`config.mk`:
```
export PLATFORM = sky130hd
export DESIGN_NAME = serial_line_editor
export DESIGN_NICKNAME = d
export VERILOG_FILES = /design/src/sv/sle_pkg.sv /design/src/sv/sle_line_mem.sv /design/src/sv/sle_front.sv /design/src/sv/sle_result_seq.sv /design/src/sv/serial_line_editor.sv
export SDC_FILE = /design/constraint.sdc
export NUM_CORES = 1
export LEC_CHECK = 0
export BUFFER_PORTS_ARGS = -buffer_cell sky130_fd_sc_hd__buf_2
export CORE_MARGIN = 2
export CORE_UTILIZATION = 57
export DETAILED_ROUTE_END_ITERATION = 7
export HOLD_SLACK_MARGIN = 0.05
export PLACE_DENSITY = 0.76
export RECOVER_POWER = 25
export SLEW_MARGIN = 10
export SYNTH_ARGS = -nofsm -noshare
export SYNTH_HDL_FRONTEND = slang
export SYNTH_SLANG_ARGS = --single-unit
export TNS_END_PERCENT = 100
```
`constraint.sdc`:
```
create_clock -name clk -period 7 [get_ports clk]
set_input_delay 0.7 -clock clk [delete_from_list [all_inputs] [get_ports clk]]
set_output_delay 0.7 -clock clk [all_outputs]
set_load 0.01 [all_outputs]
```
`src/sv/sle_pkg.sv`:
```
// Shared constants, word codes and interface structs for the serial line editor.
// No dependencies; all other files import this package.
package sle_pkg;

  localparam int LINE_DEPTH = 128;
  localparam int ADDR_W     = $clog2(LINE_DEPTH);
  localparam int LEN_W      = 7;

  localparam logic [7:0] CH_DEL = 8'h7F;
  localparam logic [7:0] CH_LF  = 8'h0A;
  localparam logic [7:0] CH_CR  = 8'h0D;
  localparam logic [7:0] CH_BS  = 8'h08;
  localparam logic [7:0] CH_SP  = 8'h20;

  localparam logic KIND_RX   = 1'b0;
  localparam logic KIND_READ = 1'b1;

  typedef struct packed {
    logic              is_read;
    logic [7:0]        first_ch;
    logic [7:0]        follow_ch;
    logic [1:0]        n_last;
    logic              done;
    logic [LEN_W-1:0]  len;
  } sle_desc_t;

  typedef struct packed {
    logic              we;
    logic [ADDR_W-1:0] waddr;
    logic [7:0]        wdata;
    logic              re;
    logic [ADDR_W-1:0] raddr;
  } sle_mem_req_t;

endpackage

```
`src/sv/sle_line_mem.sv`:
```
// Line store: one write port, one read port, registered read data.
// Depends on sle_pkg for depth and request struct.
module sle_line_mem (
  input  logic                  clk,
  input  sle_pkg::sle_mem_req_t req,
  output logic [7:0]            rdata
);
  import sle_pkg::*;

  logic [7:0] mem [LINE_DEPTH];
  logic [7:0] rdata_r;

  always_ff @(posedge clk) begin
    if (req.we) begin
      mem[req.waddr] <= req.wdata;
    end
    if (req.re) begin
      rdata_r <= mem[req.raddr];
    end
  end

  assign rdata = rdata_r;

endmodule

```
`src/sv/sle_front.sv`:
```
// Input stage: decode each word, update the write position, drive the line store.
// Depends on sle_pkg; feeds sle_result_seq through a descriptor register.
module sle_front (
  input  logic                         clk,
  input  logic                         rst_n,
  input  logic                         in_valid,
  output logic                         in_ready,
  input  logic                         in_kind,
  input  logic [7:0]                   in_rx_byte,
  input  logic [sle_pkg::ADDR_W-1:0]   in_read_index,
  output sle_pkg::sle_mem_req_t        mem_req,
  output sle_pkg::sle_desc_t           desc,
  output logic                         desc_valid,
  input  logic                         desc_ready
);
  import sle_pkg::*;

  logic [ADDR_W-1:0] wp_r, wp_nxt;
  logic              zpend_r, zpend_nxt;
  logic [ADDR_W-1:0] zaddr_r, zaddr_nxt;
  logic              v_r, v_nxt;
  sle_desc_t         desc_r, desc_nxt;
  logic              accept;
  logic [ADDR_W-1:0] wp_inc;

  assign in_ready = !zpend_r && (!v_r || desc_ready);
  assign accept   = in_valid && in_ready;
  assign wp_inc   = wp_r + ADDR_W'(1);

  always_comb begin
    wp_nxt    = wp_r;
    zpend_nxt = 1'b0;
    zaddr_nxt = zaddr_r;
    desc_nxt  = desc_r;
    mem_req   = '0;
    v_nxt     = v_r;
    if (zpend_r) begin
      mem_req.we    = 1'b1;
      mem_req.waddr = zaddr_r;
      mem_req.wdata = 8'h00;
    end
    if (desc_ready) begin
      v_nxt = 1'b0;
    end
    if (accept) begin
      v_nxt              = 1'b1;
      desc_nxt           = '0;
      desc_nxt.first_ch  = in_rx_byte;
      desc_nxt.follow_ch = CH_BS;
      if (in_kind == KIND_READ) begin
        desc_nxt.is_read  = 1'b1;
        desc_nxt.first_ch = 8'h00;
        mem_req.re        = 1'b1;
        mem_req.raddr     = in_read_index;
      end else if (in_rx_byte == CH_CR || in_rx_byte == CH_LF) begin
        desc_nxt.follow_ch = (in_rx_byte == CH_CR) ? CH_LF : CH_CR;
        desc_nxt.n_last    = 2'd1;
        desc_nxt.done      = 1'b1;
        desc_nxt.len       = LEN_W'(wp_r);
        mem_req.we         = 1'b1;
        mem_req.waddr      = wp_r;
        mem_req.wdata      = 8'h00;
        wp_nxt             = '0;
      end else if (in_rx_byte == CH_DEL) begin
        if (wp_r != '0) begin
          desc_nxt.n_last = 2'd3;
          wp_nxt          = wp_r - ADDR_W'(1);
        end
      end else if (in_rx_byte >= CH_SP) begin
        mem_req.we    = 1'b1;
        mem_req.waddr = wp_r;
        mem_req.wdata = in_rx_byte;
        wp_nxt        = wp_inc;
        if (wp_r == ADDR_W'(LINE_DEPTH - 2)) begin
          desc_nxt.done = 1'b1;
          desc_nxt.len  = LEN_W'(wp_inc);
          zpend_nxt     = 1'b1;
          zaddr_nxt     = wp_inc;
          wp_nxt        = '0;
        end
      end
    end
  end

  always_ff @(posedge clk) begin
    if (!rst_n) begin
      wp_r    <= '0;
      zpend_r <= 1'b0;
      v_r     <= 1'b0;
    end else begin
      wp_r    <= wp_nxt;
      zpend_r <= zpend_nxt;
      v_r     <= v_nxt;
    end
    zaddr_r <= zaddr_nxt;
    desc_r  <= desc_nxt;
  end

  assign desc       = desc_r;
  assign desc_valid = v_r;

endmodule

```
`src/sv/sle_result_seq.sv`:
```
// Result sequencer: expands one descriptor into one to four output words.
// Depends on sle_pkg; takes read data straight from the line store.
module sle_result_seq (
  input  logic                       clk,
  input  logic                       rst_n,
  input  sle_pkg::sle_desc_t         desc,
  input  logic                       desc_valid,
  output logic                       desc_ready,
  input  logic [7:0]                 rdata,
  output logic                       out_valid,
  input  logic                       out_ready,
  output logic [7:0]                 out_echo_byte,
  output logic                       out_echo_valid,
  output logic [7:0]                 out_read_byte,
  output logic                       out_line_done,
  output logic [sle_pkg::LEN_W-1:0]  out_line_length,
  output logic                       out_last
);
  import sle_pkg::*;

  sle_desc_t  cur_r;
  logic [7:0] rb_r;
  logic [1:0] idx_r;
  logic       busy_r;
  logic       is_last;
  logic       fire;
  logic       finish;

  assign is_last    = (idx_r == cur_r.n_last);
  assign fire       = busy_r && out_ready;
  assign finish     = fire && is_last;
  assign desc_ready = !busy_r || finish;

  always_ff @(posedge clk) begin
    if (!rst_n) begin
      busy_r <= 1'b0;
      idx_r  <= '0;
    end else if (desc_valid && desc_ready) begin
      busy_r <= 1'b1;
      idx_r  <= '0;
    end else if (finish) begin
      busy_r <= 1'b0;
    end else if (fire) begin
      idx_r <= idx_r + 2'd1;
    end
    if (desc_valid && desc_ready) begin
      cur_r <= desc;
      rb_r  <= rdata;
    end
  end

  always_comb begin
    unique case (idx_r)
      2'd0:    out_echo_byte = cur_r.first_ch;
      2'd2:    out_echo_byte = CH_SP;
      default: out_echo_byte = cur_r.follow_ch;
    endcase
    if (cur_r.is_read) begin
      out_echo_byte = 8'h00;
    end
  end

  assign out_valid       = busy_r;
  assign out_echo_valid  = !cur_r.is_read;
  assign out_read_byte   = cur_r.is_read ? rb_r : 8'h00;
  assign out_line_done   = cur_r.done && is_last;
  assign out_line_length = (cur_r.done && is_last) ? cur_r.len : '0;
  assign out_last        = is_last;

endmodule

```
`src/sv/serial_line_editor.sv`:
```
// Serial line editor top level: input stage, line store and result sequencer.
// Depends on sle_pkg, sle_front, sle_line_mem and sle_result_seq.
//
//   channel  | handshake              | payload
//   in_      | in_valid / in_ready    | kind, rx_byte, read_index
//   out_     | out_valid / out_ready  | echo_byte, echo_valid, read_byte,
//            |                        | line_done, line_length, last
//
// A word is taken every cycle while the sequencer keeps up; its results pass
// the descriptor register, then the sequencer, which emits one result per cycle
// while out_ready is high, one to four per word, taking a new word at the last.
// A byte that fills the line holds in_ready low for the terminator write.
// Reset clears the write position and all handshake state; the store is not
// cleared. Output stalls back up through the descriptor register to in_ready.
module serial_line_editor (
  input  logic                       clk,
  input  logic                       rst_n,
  input  logic                       in_valid,
  output logic                       in_ready,
  input  logic                       in_kind,
  input  logic [7:0]                 in_rx_byte,
  input  logic [sle_pkg::ADDR_W-1:0] in_read_index,
  output logic                       out_valid,
  input  logic                       out_ready,
  output logic [7:0]                 out_echo_byte,
  output logic                       out_echo_valid,
  output logic [7:0]                 out_read_byte,
  output logic                       out_line_done,
  output logic [sle_pkg::LEN_W-1:0]  out_line_length,
  output logic                       out_last
);
  import sle_pkg::*;

  sle_mem_req_t mem_req;
  sle_desc_t    desc;
  logic         desc_valid;
  logic         desc_ready;
  logic [7:0]   rdata;

  sle_front u_front (
    .clk           (clk),
    .rst_n         (rst_n),
    .in_valid      (in_valid),
    .in_ready      (in_ready),
    .in_kind       (in_kind),
    .in_rx_byte    (in_rx_byte),
    .in_read_index (in_read_index),
    .mem_req       (mem_req),
    .desc          (desc),
    .desc_valid    (desc_valid),
    .desc_ready    (desc_ready)
  );

  sle_line_mem u_mem (
    .clk   (clk),
    .req   (mem_req),
    .rdata (rdata)
  );

  sle_result_seq u_seq (
    .clk             (clk),
    .rst_n           (rst_n),
    .desc            (desc),
    .desc_valid      (desc_valid),
    .desc_ready      (desc_ready),
    .rdata           (rdata),
    .out_valid       (out_valid),
    .out_ready       (out_ready),
    .out_echo_byte   (out_echo_byte),
    .out_echo_valid  (out_echo_valid),
    .out_read_byte   (out_read_byte),
    .out_line_done   (out_line_done),
    .out_line_length (out_line_length),
    .out_last        (out_last)
  );

endmodule

```
==> impl_metrics.csv, run 1 <==
group,metric,value,unit
critical_path,worst-path-max-fanout,57,
cts,clk_latency,0.69,ns
route,drt-vias-per-instance,6.76,
cells_and_area,nNetsFinal,2762,
route,post-route-drc-count,2,
critical_path,critical_path.cell_chain,"xor2_1, o31a_2, clkbuf_1, or3_1, nor3_4, clkbuf_1",
route,routed_wl,111000,um
route,drtIter0Drc,3958,
cts,holdBufCountCts,0,
timing,fin_crit,5.76,ns
placed_design,dpl_cell_area,45300,um^2
timing,relSlewSlack,-1.20,
pwr,p_int,10.9,mW
cells_and_area,drive_above_1_share,0.141,
die,num_rows,102,
synthesis,synth_cell_types,74,
die,coreArea,77100,um^2
timing,fin_skew,0.0352,ns
outcome,status,"finished, violations left",
critical_path,end_kind,"flop",
placed_design,gp_congestion,0.932,
timing,hold_viol,0,
synthesis,synth_cells,2717,
die,start_util,0.573,
cells_and_area,final_util,0.634,
route,antenna_left,0,
route,routedWlPerCell,28.8,um
timing,fmax,0.174,GHz
pwr,switchingPower,2.94,mW
pwr,power.total,13.8,mW
placed_design,dp_hpwl,64500,um
pwr,p_clk_frac,0.428,
run,cap_violations,3,
die,dieArea,79800,um^2
cts,cts_buffers,107,
cts,cts.sinks,1101,
critical_path,crit_required,6.98,ns
global_route,antenna_found_initial,0,
cts,cts_tree,"yes",
cts,htreeDepth,3,
pwr,comb_power_share,0.047,
critical_path,cp_slowest_cell,"clkbuf_1",
global_route,grt_use_total,0.281,
pwr,max-vdd-ir-drop,0.000402,V
placed_design,portBuffers,47,
timing,rsz0062_at_grt,"no",
timing,period_share,0.823,
synthesis,avgSynthCellArea,16.3,um^2
cells_and_area,area_growth,10.6,%
pwr,seqPwrFrac,0.525,
cells_and_area,final_cell_mix,"edfxtp_1, nor2_1, mux2i_1",
global_route,grt_pass1_vias,25500,
min_path,worstHoldPathType,"input pin to flop",
synthesis,synth_top_family_by_area,"multiplexers",
timing,final.setup.tns,0,ns
synthesis,synth_compound_area_frac,0.0819,
cts,path_clk_slew,0.06,ns
die,die_h,282,um
timing,worst_pin_slew,3.29,ns
cts,cts_setup_buffers,0,
timing,holdWs,0.375,ns
synthesis,synth_xor_area_frac,0.00238,
synthesis,synth_edf_count,1089,
pwr,leakage,15.8,nW
synthesis,seq_area_frac_synth,0.745,
synthesis,synth_warnings,0,
synthesis,synthSimpleGateAreaFrac,0.0619,
route,vias,26200,
die,io_pins,48,
global_route,grt_pass1_wl,165000,um
synthesis,syn_nets,2743,
synthesis,synth_ff_type,"edfxtp_1",
route,firstDrtPassIters,8,
pwr,powerDensity,283,nW/um^2
synthesis,synthMuxAreaShare,0.0856,
critical_path,critPathKind,"flop to flop",
timing,setup_violations,0,
cells_and_area,final_common_cell,"edfxtp_1",
cts,post_cts_resized,0,
cts,clk_path_buf_depth,3,
global_route,grt_overflow_total,0,
timing,drv_slew,93,
synthesis,synth_seq_cells,1101,
outcome,violations,"DRC, capacitance limit, slew limit",
synthesis,synth_fa_ha_area_frac,0.00170,
critical_path,worst_path_most_repeated_cell,"clkbuf_1",
synthesis,netlist_area,44200,um^2
synthesis,async_reset_ff_frac,0,
cells_and_area,final_area,48900,um^2
global_route,grt_max_degree,90,
die,fp.dieW,282,um
critical_path,slowest_delay,2.34,ns
critical_path,startpoint_type,"flop",
cts,cts-root-buf,"clkbuf_16",
pwr,switching_share,0.213,
critical_path,crit_arrival,5.74,ns
-- worst max-delay path, delay by kind of cell (launching register included) --
kind	cells	cell delay [ns]
AOI/OAI and AO/OA	1	0.36
and+or+nand+nor	2	0.94
DFF	1	0.38
xor gates and xnor gates	1	0.24
buffers and inverters	2	3.08
-- synthesized netlist by cell type (6+ instances only) --
| cell | number | area (um^2) |
|---|---|---|
| edfxtp_1 | 1089 | 32700 |
| nor2_1 | 292 | 1100 |
| mux2i_1 | 116 | 1160 |
| o22ai_1 | 114 | 713 |
| a211oi_1 | 106 | 796 |
| nand2_1 | 93 | 349 |
| mux4_2 | 91 | 2050 |
| clkbuf_1 | 89 | 334 |
| o21ai_0 | 78 | 390 |
| a21oi_1 | 71 | 355 |
| mux2_2 | 51 | 574 |
| buf_2 | 45 | 225 |
| nor3_1 | 42 | 210 |
| nand3_1 | 38 | 190 |
| and2_1 | 27 | 169 |
| inv_1 | 27 | 101 |
| and3_1 | 26 | 163 |
| buf_4 | 25 | 188 |
| nor2b_1 | 22 | 138 |
| buf_1 | 21 | 78.8 |
| a31oi_1 | 19 | 119 |
| o2111ai_1 | 18 | 158 |
| nor4_1 | 17 | 106 |
| a22o_1 | 16 | 140 |
| nand2b_1 | 14 | 87.6 |
| o22a_1 | 13 | 114 |
| dfxtp_1 | 12 | 240 |
| o311ai_0 | 12 | 105 |
| a32oi_1 | 11 | 96.3 |
| o211ai_1 | 9 | 67.6 |
| a221oi_1 | 7 | 61.3 |
| o31ai_1 | 7 | 52.6 |
| or3_1 | 7 | 43.8 |
| xnor2_1 | 7 | 61.3 |
| a211o_1 | 6 | 52.6 |
| ha_1 | 6 | 75.1 |
| o32ai_1 | 6 | 52.6 |
-- layout make-up --
type	instances	area (um^2)
antenna	2	5.00
clock buffer	123	2740
clock inverter	77	908
fill	5246	28200
inverter	27	101
multi-input combinational	1408	10400
sequential	1101	32900
tap	1040	1300
timing repair buffer	91	527
-- per-layer routing --
layer	wire [um]	GRT usage	up-vias
met4	4770	0.111	0
met5	0	0	-
met2	52800	0.445	1849
met3	12900	0.0638	337
met1	41000	0.382	13100
li1	-	-	10800
-- per-stage QoR --
| step | cells | worst slack, ns |
|---|---|---|
| 3_3_place_gp | 3664 | 1.98 |
| 5_1_grt | 3867 | 1.13 |
| 3_5_place_dp | 3667 | 2.05 |
| 4_1_cts | 3867 | 2.38 |
| 6_report | 3869 | 1.24 |
| 2_1_floorplan | 2717 | 1.95 |
-- final timing paths --
path         slack (ns)                      endpoint  depth (start not counted)                     startpoint
max                1.24    u_mem.mem[89][4]$_DFFE_PP_                          6       u_seq.cur_r[9]$_DFFE_PP_
min                0.38  u_seq.out_valid$_SDFFE_PN0P_                          2                          rst_n
max reg2reg        1.24    u_mem.mem[89][4]$_DFFE_PP_                          6       u_seq.cur_r[9]$_DFFE_PP_
min reg2reg        0.41      u_seq.cur_r[1]$_DFFE_PP_                          0  u_front.desc[1]$_SDFFCE_PP0N_
-- cell families after synthesis --
group	after synthesis
adder cells (fa/ha/maj)	6
AO/OA/AOI/OAI	531
AND/OR/NAND/NOR	601
XOR/XNOR	12
multiplexers	258
flip-flops	1101
buffers and inverters	208
-- registers in the layout, summed over array words and instances, names as in the netlist --
register,cells
u_front.zpend_r,1
u_seq.rb_r,8
u_front.zaddr_r,7
u_mem.rdata,8
u_seq.idx_r,2
u_front.wp_r,7
u_front.desc_valid,1
u_seq.cur_r,21
u_front.desc,21
u_seq.out_valid,1
u_mem.mem,1024
-- power by group through the flow --
stage                     combinational [mW]  clock [mW]  sequential (mW)
after global routing                   0.672        6.21             7.26
after CTS                              0.630        5.96             7.26
after detailed placement               0.625           0             7.40
final                                  0.644        5.93             7.26
after floorplan                        0.405           0             7.40
after global placement                 0.610           0             7.40
No activity file was read; power rests on OpenSTA's default activity.
==> inputs of run 2 (changes only) <==
--- a/config.mk
+++ b/config.mk
@@ -5,12 +5,13 @@
 export SDC_FILE = /design/constraint.sdc
 export NUM_CORES = 1
 export LEC_CHECK = 0
+export ABC_AREA = 1
 export BUFFER_PORTS_ARGS = -buffer_cell sky130_fd_sc_hd__buf_2
 export CORE_MARGIN = 2
-export CORE_UTILIZATION = 57
+export CORE_UTILIZATION = 63
 export DETAILED_ROUTE_END_ITERATION = 7
 export HOLD_SLACK_MARGIN = 0.05
-export PLACE_DENSITY = 0.76
+export PLACE_DENSITY = 0.79
 export RECOVER_POWER = 25
 export SLEW_MARGIN = 10
 export SYNTH_ARGS = -nofsm -noshare
==> constraint.sdc (replaced) <==
create_clock -name clk -period 5.3 [get_ports clk]
set_input_delay 0.53 -clock clk [delete_from_list [all_inputs] [get_ports clk]]
set_output_delay 0.53 -clock clk [all_outputs]
set_load 0.01 [all_outputs]
==> impl_metrics.csv, run 2 <==
group,metric,value,unit
timing,fmax,0.212,GHz
global_route,use_met1,0.392,
global_route,grt_use_total,0.297,
pwr,powerDensity,348,nW/um^2
synthesis,synth_area_leader_cell,"edfxtp_1",
timing,fin_skew,0.0332,ns
critical_path,startpoint_type,"flop",
timing,rsz0062_at_grt,"no",
timing,relSlewSlack,-1.18,
cells_and_area,final_common_cell,"nand2_1",
synthesis,synth_edf_count,1089,
route,antenna_left,0,
cells_and_area,nNetsFinal,4483,
critical_path,worst_path_most_repeated_cell,"nand3_1",
global_route,grt_pass1_vias,30600,
critical_path,rrSetupSlack,0.58,ns
global_route,grt_max_degree,156,
route,vias,32000,
die,fp.dieW,278,um
min_path,holdPathStages,3,
critical_path,cp_slowest_cell,"clkbuf_2",
die,num_rows,100,
cts,cts_setup_buffers,0,
pwr,leakage,21.3,nW
cts,post_cts_resized,0,
critical_path,critical_path.cell_chain,"xnor2_1, nand3_1, nand3_1, nand3_4, nor4_1, clkbuf_2",
placed_design,gp_congestion,0.913,
route,firstDrtPassIters,6,
route,routedWlPerCell,20.8,um
route,drt-vias-per-instance,5.80,
synthesis,synth_cells,4475,
global_route,grt_pass1_wl,174000,um
critical_path,critPathKind,"flop to flop",
outcome,violations,"capacitance limit, slew limit",
placed_design,place_inst,5317,
min_path,worstHoldPathType,"input pin to flop",
synthesis,syn_nets,4501,
cts,path_clk_slew,0.06,ns
synthesis,synth_cell_types,34,
critical_path,worstSetupEndpoint,"u_mem.mem[82][5]$_DFFE_PP_",
critical_path,end_kind,"flop",
global_route,grtUsageMet2,0.482,
cells_and_area,top_register,"u_mem.mem",
critical_path,crit_required,5.30,ns
synthesis,yosysMostFrequentCell,"nand2_1",
critical_path,worst-path-max-fanout,128,
global_route,use_met3,0.0594,
synthesis,synth_warnings,0,
die,dieArea,77500,um^2
global_route,grt.busiest_layer,"met2",
route,routed_wl,115000,um
die,die_h,278,um
timing,period_share,0.890,
cells_and_area,area_growth,9.45,%
critical_path,r2r-end,"u_mem.mem[82][5]$_DFFE_PP_",
synthesis,avgSynthCellArea,10.6,um^2
synthesis,netlist_area,47400,um^2
critical_path,worstSetupStartpoint,"u_seq.cur_r[8]$_DFFE_PP_",
cts,holdBufCountCts,0,
die,coreArea,74400,um^2
cts,cts_tree,"yes",
cells_and_area,final_cell_mix,"nand2_1, edfxtp_1, inv_1",
synthesis,yosys-top-cells-area,"edfxtp_1, nand2_1, nand3_1, inv_1, buf_2",
cts,clk_path_buf_depth,3,
placed_design,portBuffers,47,
timing,setup_violations,0,
cts,htreeDepth,3,
critical_path,slowest_delay,2.33,ns
outcome,status,"finished, violations left",
synthesis,synth_ff_type,"edfxtp_1",
route,post-route-drc-count,0,
cts,cts.sinks,1101,
critical_path,crit_arrival,4.71,ns
placed_design,dp_hpwl,63900,um
timing,worst_pin_slew,3.27,ns
critical_path,r2r.worst_path.cells,6,
timing,final.setup.tns,0,ns
synthesis,async_reset_ff_frac,0,
run,cap_violations,7,
route,drtIter0Drc,4462,
synthesis,netlist.area_leader.share,0.689,
cts,cts_buffers,107,
cells_and_area,largest_reg_flops,1024,
synthesis,seq_area_frac_synth,0.694,
synthesis,synth_seq_cells,1101,
critical_path,rr_startpoint,"u_seq.cur_r[8]$_DFFE_PP_",
cells_and_area,drive_above_1_share,0.0554,
pwr,max-vdd-ir-drop,0.000276,V
cts,cts-root-buf,"clkbuf_16",
global_route,grt_overflow_total,0,
global_route,antenna_found_initial,2,
timing,drv_slew,575,
cells_and_area,fin_cells,5522,
synthesis,netlist_top_cells_count,"nand2_1, edfxtp_1, inv_1",
die,io_pins,48,
cts,clk_latency,0.69,ns
timing,hold_viol,0,
timing,fin_crit,4.72,ns
die,start_util,0.637,
run 2: changes by cell type after synthesis, sizes merged, moves of 33 or more:
cell	previous run	this run
o211ai	9	90
o21ai	79	135
a21oi	72	14
inv	27	728
nand3	38	724
a211oi	106	6
mux2	51	0
nor2	293	178
o22ai	116	3
buf	92	170
mux4	91	0
nor3	44	11
nand2	95	1218
mux2i	116	0
run 2: report_power, final:
group,switching [mW],internal (mW),total (mW),leakage [nW]
Combinational,0.680,0.216,0.897,9.79
Sequential,0.0187,9.59,9.61,9.80
Clock,3.22,4.35,7.56,1.70
run 2: critical path: cells and delay by family (launching register included):
| family | cells | cell delay (ns) |
|---|---|---|
| AND/OR/NAND/NOR | 4 | 1.03 |
| XOR/XNOR | 1 | 0.21 |
| buffers and inverters | 1 | 2.33 |
| flip-flops | 1 | 0.39 |
run 2: cells by family after synthesis:
group | count (synthesis) | share of synthesized area
buffers and inverters | 964 | 0.0801
and+or+nand+nor | 2143 | 0.190
adders and majority gates | 6 | 0.00158
AOI/OAI and AO/OA | 254 | 0.0326
DFF | 1101 | 0.694
xor gates and xnor gates | 7 | 0.00129
run 2: cell type report:
class	count	area (um^2)
clock buffer	133	2850
tap	969	1210
antenna	2	5.00
inverter	729	2750
multi-input combinational	2410	10700
clock inverter	70	633
fill	5072	22500
sequential	1101	32900
timing repair buffer	108	817
run 2: how the worst min path moves through the flow:
stage / startpoint / to / slack (ns)
global placement: u_mem.rdata[2]$_DFFE_PP_ / u_seq.rb_r[2]$_DFFE_PP_ / 0.40
detailed placement: u_front.desc[10]$_SDFFCE_PP0N_ / u_seq.cur_r[10]$_DFFE_PP_ / 0.40
global route: rst_n / u_front.desc_valid$_SDFFE_PN0P_ / 0.11
CTS: rst_n / u_front.desc_valid$_SDFFE_PN0P_ / 0.09
finish: rst_n / u_front.desc_valid$_SDFFE_PN0P_ / 0.13
floorplan: u_front.desc[0]$_SDFFCE_PP0N_ / u_seq.cur_r[0]$_DFFE_PP_ / 0.40
run 2: per-stage QoR:
stage                     instance area, um^2  power [mW]  hold slack [ns]  utilization  setup WS (ns)
after floorplan                         47500        10.4            0.400            -          -1.88
after global placement                  48600        10.6            0.402        0.653          0.909
after detailed placement                48600        10.7            0.405        0.653          0.779
after CTS                               52100        18.1           0.0949        0.700           1.02
after global routing                    51900        18.5            0.111        0.697          0.425
final                                   51900        18.1            0.130        0.698          0.585
run 2: layer usage:
metal	vias up	share of wire
met5	-	0
met4	0	0.040
met3	317	0.10
met2	1871	0.48
met1	15000	0.38
li1	14800	-
